`src/sv/sgs_pkg.sv`:
```
package sgs_pkg;

  // scene region picked by the squared radius and the row
  typedef enum logic [1:0] {
    REG_SKY,
    REG_SPHERE,
    REG_GROUND
  } region_e;

  // register stages inside the shading pipe, counting the output stage
  localparam int unsigned PIPE_DEPTH = 8;

  localparam logic signed [7:0] CENTRE_X   = 8'sd36;
  localparam logic signed [6:0] CENTRE_Y   = 7'sd18;
  localparam logic [13:0]       SPHERE_R2  = 14'd200;
  localparam logic [12:0]       T_BASE     = 13'd5200;
  localparam logic [11:0]       SPH_RED    = 12'd420;
  localparam logic [10:0]       SPH_BLUE   = 11'd520;
  localparam logic [11:0]       SPH_OFFS   = 12'd900;
  localparam logic [8:0]        GND_RED    = 9'd150;
  localparam logic [7:0]        GND_BLUE   = 8'd50;
  localparam logic [15:0]       GND_CMIN   = 16'd1200;
  localparam logic [14:0]       GND_EBASE  = 15'd7840;
  localparam logic [13:0]       GND_OOFFS  = 14'd8560;
  localparam logic [11:0]       GND_DBASE  = 12'd3200;
  localparam logic [7:0]        GND_SLOPE  = 8'd240;
  localparam logic [7:0]        SKY_RED    = 8'd132;
  localparam logic [7:0]        SKY_BLUE   = 8'd192;
  localparam logic [3:0]        GRN_RED_WT = 4'd11;
  localparam logic [3:0]        GRN_BLU_WT = 4'd5;

endpackage

```
`src/sv/sgs_pipe.sv`:
```
module sgs_pipe (
  input  logic       clk_i,
  input  logic       rst_ni,
  input  logic       vld_i,
  input  logic [6:0] x_coord_i,
  input  logic [5:0] y_coord_i,
  output logic       vld_o,
  output logic [7:0] red_o,
  output logic [7:0] blue_o
);

  function automatic logic [7:0] clamp8(input logic signed [19:0] a);
    logic [7:0] r;
    if (a < 20'sd0) begin
      r = 8'd0;
    end else if (a > 20'sd255) begin
      r = 8'd255;
    end else begin
      r = a[7:0];
    end
    return r;
  endfunction

  logic [sgs_pkg::PIPE_DEPTH-1:0] vld_q;

  // stage 1: centre and square
  logic signed [7:0]  u1_d, u1_q;
  logic signed [6:0]  v1_d, v1_q;
  logic signed [15:0] uu_full;
  logic signed [13:0] vv_full;
  logic signed [14:0] uv_full;
  logic [13:0]        uu1_q;
  logic [10:0]        vv1_q;
  logic signed [12:0] uv1_q;
  logic [8:0]         sky1_d, sky1_q;

  assign u1_d    = $signed({1'b0, x_coord_i}) - sgs_pkg::CENTRE_X;
  assign v1_d    = sgs_pkg::CENTRE_Y - $signed({1'b0, y_coord_i});
  assign uu_full = u1_d * u1_d;
  assign vv_full = v1_d * v1_d;
  assign uv_full = u1_d * v1_d;
  assign sky1_d  = {2'b00, x_coord_i} + {1'b0, y_coord_i, 2'b00};

  // stage 2: radius, region, sphere scale
  logic [13:0]           h2_d, h2_q;
  logic [12:0]           t2_d, t2_q;
  logic [14:0]           pg2_d, pg2_q;
  sgs_pkg::region_e      reg2_d, reg2_q;
  logic signed [7:0]     u2_q;
  logic signed [6:0]     v2_q;
  logic signed [12:0]    uv2_q;
  logic [8:0]            sky2_q;

  assign h2_d  = uu1_q + {3'b000, vv1_q};
  assign t2_d  = sgs_pkg::T_BASE + {2'b00, h2_d[7:0], 3'b000};
  assign pg2_d = {1'b0, h2_d} + {1'b0, vv1_q, 3'b000};

  always_comb begin
    if (h2_d < sgs_pkg::SPHERE_R2) begin
      reg2_d = sgs_pkg::REG_SPHERE;
    end else if (v1_q[6]) begin
      reg2_d = sgs_pkg::REG_GROUND;
    end else begin
      reg2_d = sgs_pkg::REG_SKY;
    end
  end

  // stage 3: sphere normal terms, ground falloff
  logic signed [21:0] tu;
  logic signed [20:0] tv;
  logic signed [16:0] cw;
  logic signed [10:0] p3_d, p3_q, q3_d, q3_q;
  logic signed [15:0] c3_d, c3_q;
  logic signed [8:0]  rg03_d, rg03_q;
  logic [13:0]        h3_q;
  logic signed [12:0] uv3_q;
  logic [8:0]         sky3_q;
  sgs_pkg::region_e   reg3_q;

  assign tu     = $signed({1'b0, t2_q}) * u2_q;
  assign tv     = $signed({1'b0, t2_q}) * v2_q;
  assign p3_d   = tu[17:7];
  assign q3_d   = tv[17:7];
  assign cw     = -($signed({9'b0, sgs_pkg::GND_SLOPE}) * v2_q) - $signed({2'b00, pg2_q});
  assign c3_d   = cw[15:0];
  assign rg03_d = $signed(sgs_pkg::GND_RED) + $signed({v2_q, 1'b0});

  // stage 4: light direction, bounce, shadow exponent, occlusion
  logic signed [15:0] s4;
  logic signed [15:0] wf;
  logic signed [11:0] pq4;
  logic signed [11:0] of4;
  logic signed [20:0] c25;
  logic signed [20:0] ef;
  logic signed [19:0] df;
  logic signed [6:0]  w4_d, w4_q;
  logic [7:0]         kk4_d, kk4_q;
  logic [10:0]        o4_d, o4_q;
  logic signed [15:0] e4_d, e4_q;
  logic               cgt4_d, cgt4_q;
  logic [16:0]        d4_d, d4_q;
  logic signed [15:0] c4_q;
  logic signed [8:0]  rg04_q;
  logic [8:0]         sky4_q;
  sgs_pkg::region_e   reg4_q;

  assign s4     = 16'sd5 * p3_q - 16'sd13 * q3_q;
  assign wf     = 16'sd18 + (s4 >>> 9);
  assign w4_d   = wf[6:0];
  assign pq4    = {p3_q[10], p3_q} + {q3_q[10], q3_q};
  // bounce term only where the sphere faces the key light
  assign kk4_d  = (!pq4[11] && pq4 != 12'sd0) ? pq4[10:3] : 8'd0;
  assign of4    = {q3_q[10], q3_q} + $signed(sgs_pkg::SPH_OFFS);
  assign o4_d   = of4[10:0];
  assign c25    = 21'sd25 * c3_q;
  assign ef     = $signed({6'b0, sgs_pkg::GND_EBASE}) - (c25 >>> 3);
  assign e4_d   = ef[15:0];
  assign cgt4_d = c3_q > $signed(sgs_pkg::GND_CMIN);
  assign df     = $signed({8'b0, sgs_pkg::GND_DBASE}) - $signed({6'b0, h3_q})
                  - (20'(c3_q) <<< 1) - (20'(uv3_q) <<< 1);
  assign d4_d   = (!df[19] && df != 20'sd0) ? df[16:0] : 17'd0;

  // stage 5: key light square, shadow product
  logic signed [13:0] wwf;
  logic signed [31:0] mf;
  logic [11:0]        rp5_d, rp5_q;
  logic signed [29:0] m5_d, m5_q;
  logic [10:0]        o5_q;
  logic [7:0]         kk5_q;
  logic               cgt5_q;
  logic signed [8:0]  rg05_q;
  logic [16:0]        d5_q;
  logic [8:0]         sky5_q;
  sgs_pkg::region_e   reg5_q;

  assign wwf   = w4_q * w4_q;
  assign rp5_d = sgs_pkg::SPH_RED
                 + {1'b0, (!w4_q[6] && w4_q != 7'sd0) ? wwf[10:0] : 11'd0};
  assign mf    = c4_q * e4_q;
  assign m5_d  = mf[29:0];

  // stage 6: sphere shading products, shadow factor
  logic [22:0]        rsf;
  logic [20:0]        bsf;
  logic signed [29:0] ogw;
  logic [21:0]        rs6_d, rs6_q;
  logic [19:0]        bs6_d, bs6_q;
  logic signed [20:0] og6_d, og6_q;
  logic [7:0]         kk6_q;
  logic               cgt6_q;
  logic signed [8:0]  rg06_q;
  logic [16:0]        d6_q;
  logic [8:0]         sky6_q;
  sgs_pkg::region_e   reg6_q;

  assign rsf   = rp5_q * o5_q;
  assign rs6_d = rsf[21:0];
  assign bsf   = {10'b0, sgs_pkg::SPH_BLUE} * o5_q;
  assign bs6_d = bsf[19:0];
  assign ogw   = (m5_q >>> 9) - $signed({16'b0, sgs_pkg::GND_OOFFS});
  assign og6_d = ogw[20:0];

  // stage 7: per-region channels
  logic signed [29:0] rgf;
  logic signed [27:0] bgf;
  logic [10:0]        rsph7_d, rsph7_q;
  logic [9:0]         bsph7_d, bsph7_q;
  logic signed [17:0] rg7_d, rg7_q;
  logic signed [15:0] bg7_d, bg7_q;
  logic [16:0]        d7_q;
  logic [8:0]         sky7_q;
  sgs_pkg::region_e   reg7_q;

  assign rgf     = rg06_q * og6_q;
  assign bgf     = $signed({20'b0, sgs_pkg::GND_BLUE}) * og6_q;
  assign rg7_d   = cgt6_q ? rgf[27:10] : {{9{rg06_q[8]}}, rg06_q};
  assign bg7_d   = cgt6_q ? bgf[25:10] : $signed({8'b0, sgs_pkg::GND_BLUE});
  assign rsph7_d = {1'b0, rs6_q[21:12]} + {3'b000, kk6_q};
  assign bsph7_d = {2'b00, bs6_q[19:12]} + {2'b00, kk6_q};

  // stage 8: region select, ground occlusion, saturate
  logic signed [19:0] rf, bf;
  logic [7:0]         red8_q, blue8_q;
  sgs_pkg::region_e   reg8_q;

  always_comb begin
    case (reg7_q)
      sgs_pkg::REG_SPHERE: begin
        rf = $signed({9'b0, rsph7_q});
        bf = $signed({10'b0, bsph7_q});
      end
      sgs_pkg::REG_GROUND: begin
        rf = $signed({{2{rg7_q[17]}}, rg7_q}) + $signed({3'b000, d7_q});
        bf = $signed({{4{bg7_q[15]}}, bg7_q});
      end
      sgs_pkg::REG_SKY: begin
        rf = $signed({11'b0, sky7_q} + {12'b0, sgs_pkg::SKY_RED});
        bf = $signed({11'b0, sky7_q} + {12'b0, sgs_pkg::SKY_BLUE});
      end
      default: begin
        rf = 20'sd0;
        bf = 20'sd0;
      end
    endcase
  end

  always_ff @(posedge clk_i or negedge rst_ni) begin
    if (!rst_ni) begin
      vld_q <= '0;
    end else begin
      vld_q <= {vld_q[sgs_pkg::PIPE_DEPTH-2:0], vld_i};
    end
  end

  always_ff @(posedge clk_i) begin
    u1_q   <= u1_d;
    v1_q   <= v1_d;
    uu1_q  <= uu_full[13:0];
    vv1_q  <= vv_full[10:0];
    uv1_q  <= uv_full[12:0];
    sky1_q <= sky1_d;

    h2_q   <= h2_d;
    t2_q   <= t2_d;
    pg2_q  <= pg2_d;
    reg2_q <= reg2_d;
    u2_q   <= u1_q;
    v2_q   <= v1_q;
    uv2_q  <= uv1_q;
    sky2_q <= sky1_q;

    p3_q   <= p3_d;
    q3_q   <= q3_d;
    c3_q   <= c3_d;
    rg03_q <= rg03_d;
    h3_q   <= h2_q;
    uv3_q  <= uv2_q;
    sky3_q <= sky2_q;
    reg3_q <= reg2_q;

    w4_q   <= w4_d;
    kk4_q  <= kk4_d;
    o4_q   <= o4_d;
    e4_q   <= e4_d;
    cgt4_q <= cgt4_d;
    d4_q   <= d4_d;
    c4_q   <= c3_q;
    rg04_q <= rg03_q;
    sky4_q <= sky3_q;
    reg4_q <= reg3_q;

    rp5_q  <= rp5_d;
    m5_q   <= m5_d;
    o5_q   <= o4_q;
    kk5_q  <= kk4_q;
    cgt5_q <= cgt4_q;
    rg05_q <= rg04_q;
    d5_q   <= d4_q;
    sky5_q <= sky4_q;
    reg5_q <= reg4_q;

    rs6_q  <= rs6_d;
    bs6_q  <= bs6_d;
    og6_q  <= og6_d;
    kk6_q  <= kk5_q;
    cgt6_q <= cgt5_q;
    rg06_q <= rg05_q;
    d6_q   <= d5_q;
    sky6_q <= sky5_q;
    reg6_q <= reg5_q;

    rsph7_q <= rsph7_d;
    bsph7_q <= bsph7_d;
    rg7_q   <= rg7_d;
    bg7_q   <= bg7_d;
    d7_q    <= d6_q;
    sky7_q  <= sky6_q;
    reg7_q  <= reg6_q;

    red8_q  <= clamp8(rf);
    blue8_q <= clamp8(bf);
    reg8_q  <= reg7_q;
  end

  assign vld_o  = vld_q[sgs_pkg::PIPE_DEPTH-1];
  assign red_o  = red8_q;
  assign blue_o = blue8_q;

`ifndef SYNTHESIS
  a_pipe_depth: assert property (@(posedge clk_i) disable iff (!rst_ni)
    vld_o |-> $past(vld_i, sgs_pkg::PIPE_DEPTH))
    else $error("pipe output without a matching input item");

  a_sky_offset: assert property (@(posedge clk_i) disable iff (!rst_ni)
    (vld_o && reg8_q == sgs_pkg::REG_SKY && blue_o != 8'd255) |->
      (red_o + 8'd60 == blue_o))
    else $error("sky red and blue lost their fixed offset");
`endif

endmodule

```
`src/sv/sphere_ground_sky_pixel_shader.sv`:
```
// a result strobes on done_o once the item taken with start has passed the shading pipe and the output register
// throughput: one item per cycle, busy stays low, set by the shading pipe
// the deepest stage is one 16x16 multiply of the ground shadow term
// reset clears only the valid bits, so no strobe appears until an item drains
// results leave on done_o and cannot be stalled
module sphere_ground_sky_pixel_shader (
  input  logic       clk_i,
  input  logic       rst_ni,
  input  logic       start,
  output logic       busy,
  input  logic [6:0] x_coord_i,
  input  logic [5:0] y_coord_i,
  output logic       done_o,
  output logic [7:0] red_o,
  output logic [7:0] green_o,
  output logic [7:0] blue_o
);

  logic        pipe_vld;
  logic [7:0]  pipe_red;
  logic [7:0]  pipe_blue;
  logic [11:0] grn_sum;
  logic [7:0]  green_d;
  logic        done_q;
  logic [7:0]  red_q, green_q, blue_q;

  // the pipe takes an item every cycle
  assign busy = 1'b0;

  sgs_pipe u_pipe (
    .clk_i     (clk_i),
    .rst_ni    (rst_ni),
    .vld_i     (start && !busy),
    .x_coord_i (x_coord_i),
    .y_coord_i (y_coord_i),
    .vld_o     (pipe_vld),
    .red_o     (pipe_red),
    .blue_o    (pipe_blue)
  );

  // green mixes the saturated red and blue
  assign grn_sum = {8'b0, sgs_pkg::GRN_RED_WT} * {4'b0, pipe_red}
                 + {8'b0, sgs_pkg::GRN_BLU_WT} * {4'b0, pipe_blue};
  assign green_d = grn_sum[11:4];

  always_ff @(posedge clk_i or negedge rst_ni) begin
    if (!rst_ni) begin
      done_q <= 1'b0;
    end else begin
      done_q <= pipe_vld;
    end
  end

  always_ff @(posedge clk_i) begin
    red_q   <= pipe_red;
    green_q <= green_d;
    blue_q  <= pipe_blue;
  end

  assign done_o  = done_q;
  assign red_o   = red_q;
  assign green_o = green_q;
  assign blue_o  = blue_q;

`ifndef SYNTHESIS
  a_latency: assert property (@(posedge clk_i) disable iff (!rst_ni)
    done_o |-> $past(start && !busy, sgs_pkg::PIPE_DEPTH + 1))
    else $error("result strobe without an item taken at the expected edge");

  a_green_mix: assert property (@(posedge clk_i) disable iff (!rst_ni)
    done_o |-> (green_o <= red_o || green_o <= blue_o))
    else $error("green exceeds both red and blue");
`endif

endmodule

```
`config.mk`:
```
export PLATFORM = sky130hd
export DESIGN_NAME = sphere_ground_sky_pixel_shader
export DESIGN_NICKNAME = d
export VERILOG_FILES = /design/src/sv/sgs_pkg.sv /design/src/sv/sgs_pipe.sv /design/src/sv/sphere_ground_sky_pixel_shader.sv
export SDC_FILE = /design/constraint.sdc
export NUM_CORES = 2
export LEC_CHECK = 0
export BUFFER_PORTS_ARGS = -buffer_cell sky130_fd_sc_hd__buf_2
export CAP_MARGIN = 40
export CORE_MARGIN = 3
export CORE_UTILIZATION = 61
export CTS_BUF_LIST = sky130_fd_sc_hd__clkbuf_8
export CTS_CLUSTER_SIZE = 12
export DETAILED_ROUTE_END_ITERATION = 10
export PLACE_DENSITY = 0.8
export SLEW_MARGIN = 30
export SYNTH_ARGS = -nofsm -noshare
export SYNTH_HDL_FRONTEND = slang
export SYNTH_SLANG_ARGS = --single-unit
```
`constraint.sdc`:
```
create_clock -name clk_i -period 5.8 [get_ports clk_i]
set_input_delay 1.16 -clock clk_i [delete_from_list [all_inputs] [get_ports clk_i]]
set_output_delay 1.16 -clock clk_i [all_outputs]
set_load 0.05 [all_outputs]
```
==> metrics <==
outcome finished clean; CTS tree yes; dpl hpwl 96.75 mm; Die ar. 94,180 um^2; FF-to-FF setup slack 0.1 ns; Critical Path Source u_pipe.e4_q[1]; root buffer cell clkbuf_8; Crit Path Max Fanout 11; final worst-path cycle share 98.31%; Pre-Repair DR Iteration Count 6; FF+latch count, synth 608; Top FF cell, synth dfxtp_1; DIE HEIGHT 306.9 um; wire length per cell 16.64 um; Post-Syn Area 55,230 um^2; final hold slack 0.2878 ns; CP required 6.45 ns; Final setup viols 0; Final Net Count 7,427; DR vias/cell 5.335; Clock Tree Buf Depth 3; H-tree levels 3; ys async rst share 1.480%; post-synthesis sequential area ratio 22.12%; Post-DP Area 57,910 um^2; Setup Skew 0.04412 ns; Crit Path Class flop to flop; initial DRC count 2,141; antenna violations before repair 3; Max Freq 175.4 MHz; first-pass GRT wire length 201.5 mm; total gr overflow 0; max-cap violation count 0; clock sink total 608; fraction of layout instances using a drive strength above 1 8.574%; top-count cell post-synth inv_1; Inst Count DP 6,981; TritonCTS buffer count 101; RSZ-0062 raised after global routing yes; relative slew slack 45.94%; Vias 38,330; largest net degree at the start of global routing 33; area leader, netlist fa_1; Unique masters post-synth 77; final wirelength 119.5 mm; min Tclk post-route 5.702 ns; Slew Limit Fails 0; Buffers on Ports 40; chip width 306.9 um; DRC viols 0; GPL Wtd Cong 0.9528; largest cells by area after synthesis fa_1 (28%), dfxtp_1 (22%), ha_1 (16%); Worst R2R End u_pipe.m5_q[26]; CP startpoint kind flop; Top Ports 42; Layout area overhead 9.885%; worst r2r src u_pipe.e4_q[1]; Worst-Margin Slew 0.8051 ns; design area 60,690 um^2; crit end category flop; Post-synth EDFFs 0; clock latency on the worst-skew pair 0.74 ns; vias in the first global route 41,180; R2R cell count 21; FP Rows 109; Post-DRT Antenna Nets 0; Syn Area/Cell 9.689 um^2; final count of hold timing violations 0; Clk pin slew, worst setup/hold paths 0.06 ns; Critical Path AT 6.35 ns; Synth top area share 27.80%; Worst Hold Class primary input to asynchronous set/reset pin; Commonest cells post-synth inv_1 (1,211), fa_1 (767), ha_1 (711), dfxtp_1 (599), nand2_1 (422); Initial Utilization 62.01%; synth warn 0; crit path to u_pipe.m5_q[26]; final core occ 68.14%; fin cells 7,185; cells after synthesis 5,700; Core ar. 89,060 um^2; GRT Resource Usage Total 26.35%
==> final cells by class <==
type / instances / area, um^2
Antenna cell: 2 / 5.005
Clock buffer: 127 / 1748
Clock inverter: 61 / 615.6
Fill cell: 6473 / 28370
Inverter: 1218 / 4572
Multi-Input combinational cell: 3762 / 38230
Sequential cell: 608 / 12290
Tap cell: 1165 / 1458
Timing Repair Buffer: 242 / 1768
==> worst max-delay path: stages (launching register included) <==
cell     delay (ns)
dfxtp_4        0.40
nand2_2        0.11
inv_1          0.09
fa_1           0.54
inv_2          0.09
fa_1           0.54
inv_1          0.05
fa_1           0.48
fa_1           0.52
fa_1           0.55
inv_1          0.06
fa_1           0.53
inv_1          0.06
ha_4           0.24
a21oi_2        0.15
nor2b_1        0.06
o21a_1         0.17
o21a_1         0.18
a22o_1         0.19
or3_4          0.36
a21oi_4        0.14
xnor2_1        0.13
==> flip-flops by register name, summed over array words and instances (netlist names), 13 cells and up <==
name / cells
u_pipe.bg7_q: 16
u_pipe.m5_q: 21
u_pipe.h3_q: 13
u_pipe.d7_q: 17
u_pipe.d5_q: 17
u_pipe.uv2_q: 13
u_pipe.d4_q: 17
u_pipe.h2_q: 14
u_pipe.og6_q: 21
u_pipe.rg7_q: 18
u_pipe.d6_q: 17
u_pipe.c4_q: 16
u_pipe.uv3_q: 13
u_pipe.e4_q: 16
u_pipe.uv1_q: 13
u_pipe.c3_q: 16
==> what timing repair did <==
action	4_1_cts	5_1_grt
buffers inserted	3	10
hold endpoints to repair	0	0
setup endpoints to repair	12	22
pin swaps	3	23
hold buffers	0	0
gates resized for setup	30	71
==> through the flow <==
stage	setup TNS, ns	setup WS, ns
3_3_place_gp	-0.9436	-0.1929
5_1_grt	-0.3526	-0.1016
3_5_place_dp	-2.131	-0.3127
2_1_floorplan	0	0.0005032
6_report	0	0.09781
4_1_cts	0	0.0003721
==> cells by family (layout without fill, tap and decap cells) <==
kind of cell,after synthesis,count (layout),share of synthesized area [%]
XOR/XNOR,392,392,6.217
flip-flops,608,608,22.12
buffers and inverters,1332,1648,9.062
AND/OR/NAND/NOR,1303,1303,11.67
AO/OA/AOI/OAI,564,564,6.606
other,2,6,0.01360
multiplexers,21,21,0.4010
adder cells (fa/ha/maj),1478,1478,43.91
==> layer usage <==
| metal | part of all wire, % | global-route usage (%) |
|---|---|---|
| met5 | 0.022 | 0 |
| met4 | 4.2 | 10.53 |
| met3 | 5.5 | 3.767 |
| met2 | 49 | 45.77 |
| met1 | 41 | 33.29 |
==> worst min path at each step <==
| stage | start | to | cells after the start |
|---|---|---|---|
| 2_1_floorplan | u_pipe.cgt4_q | u_pipe.cgt5_q | 0 |
| 3_3_place_gp | u_pipe.o4_q[8] | u_pipe.o5_q[8] | 0 |
| 3_5_place_dp | u_pipe.d5_q[0] | u_pipe.d6_q[0] | 0 |
| 4_1_cts | rst_ni | done_o | 1 |
| 5_1_grt | rst_ni | done_o | 1 |
| 6_report | rst_ni | done_o | 1 |
==> cell usage in the layout, fill, tap and decap left out, types with 12 or more instances in the layout <==
| master | synthesis | final |
|---|---|---|
| a21o_1 | 61 | 61 |
| a211oi_1 | 16 | 12 |
| o21a_1 | 43 | 43 |
| ha_1 | 711 | 705 |
| buf_4 | 1 | 194 |
| nand2b_1 | 42 | 42 |
| dfxtp_2 | 0 | 16 |
| nand2_1 | 422 | 417 |
| or3_1 | 16 | 15 |
| o21bai_1 | 42 | 40 |
| buf_2 | 1 | 41 |
| nand3_1 | 38 | 38 |
| and2_1 | 380 | 377 |
| o31ai_1 | 12 | 12 |
| nor2b_1 | 41 | 41 |
| xor2_1 | 107 | 107 |
| clkbuf_8 | 0 | 127 |
| fa_1 | 767 | 762 |
| and3_1 | 20 | 20 |
| dfxtp_1 | 599 | 568 |
| nor3_1 | 60 | 60 |
| xnor2_1 | 285 | 284 |
| a31oi_1 | 16 | 14 |
| dfxtp_4 | 0 | 15 |
| a21oi_1 | 199 | 195 |
| mux2i_1 | 12 | 12 |
| nor2_1 | 228 | 225 |
| o21ai_0 | 84 | 78 |
| inv_1 | 1211 | 1228 |
Power is not shown: default switching activity piles up to over one toggle a cycle in this logic, so the estimate is an artifact.
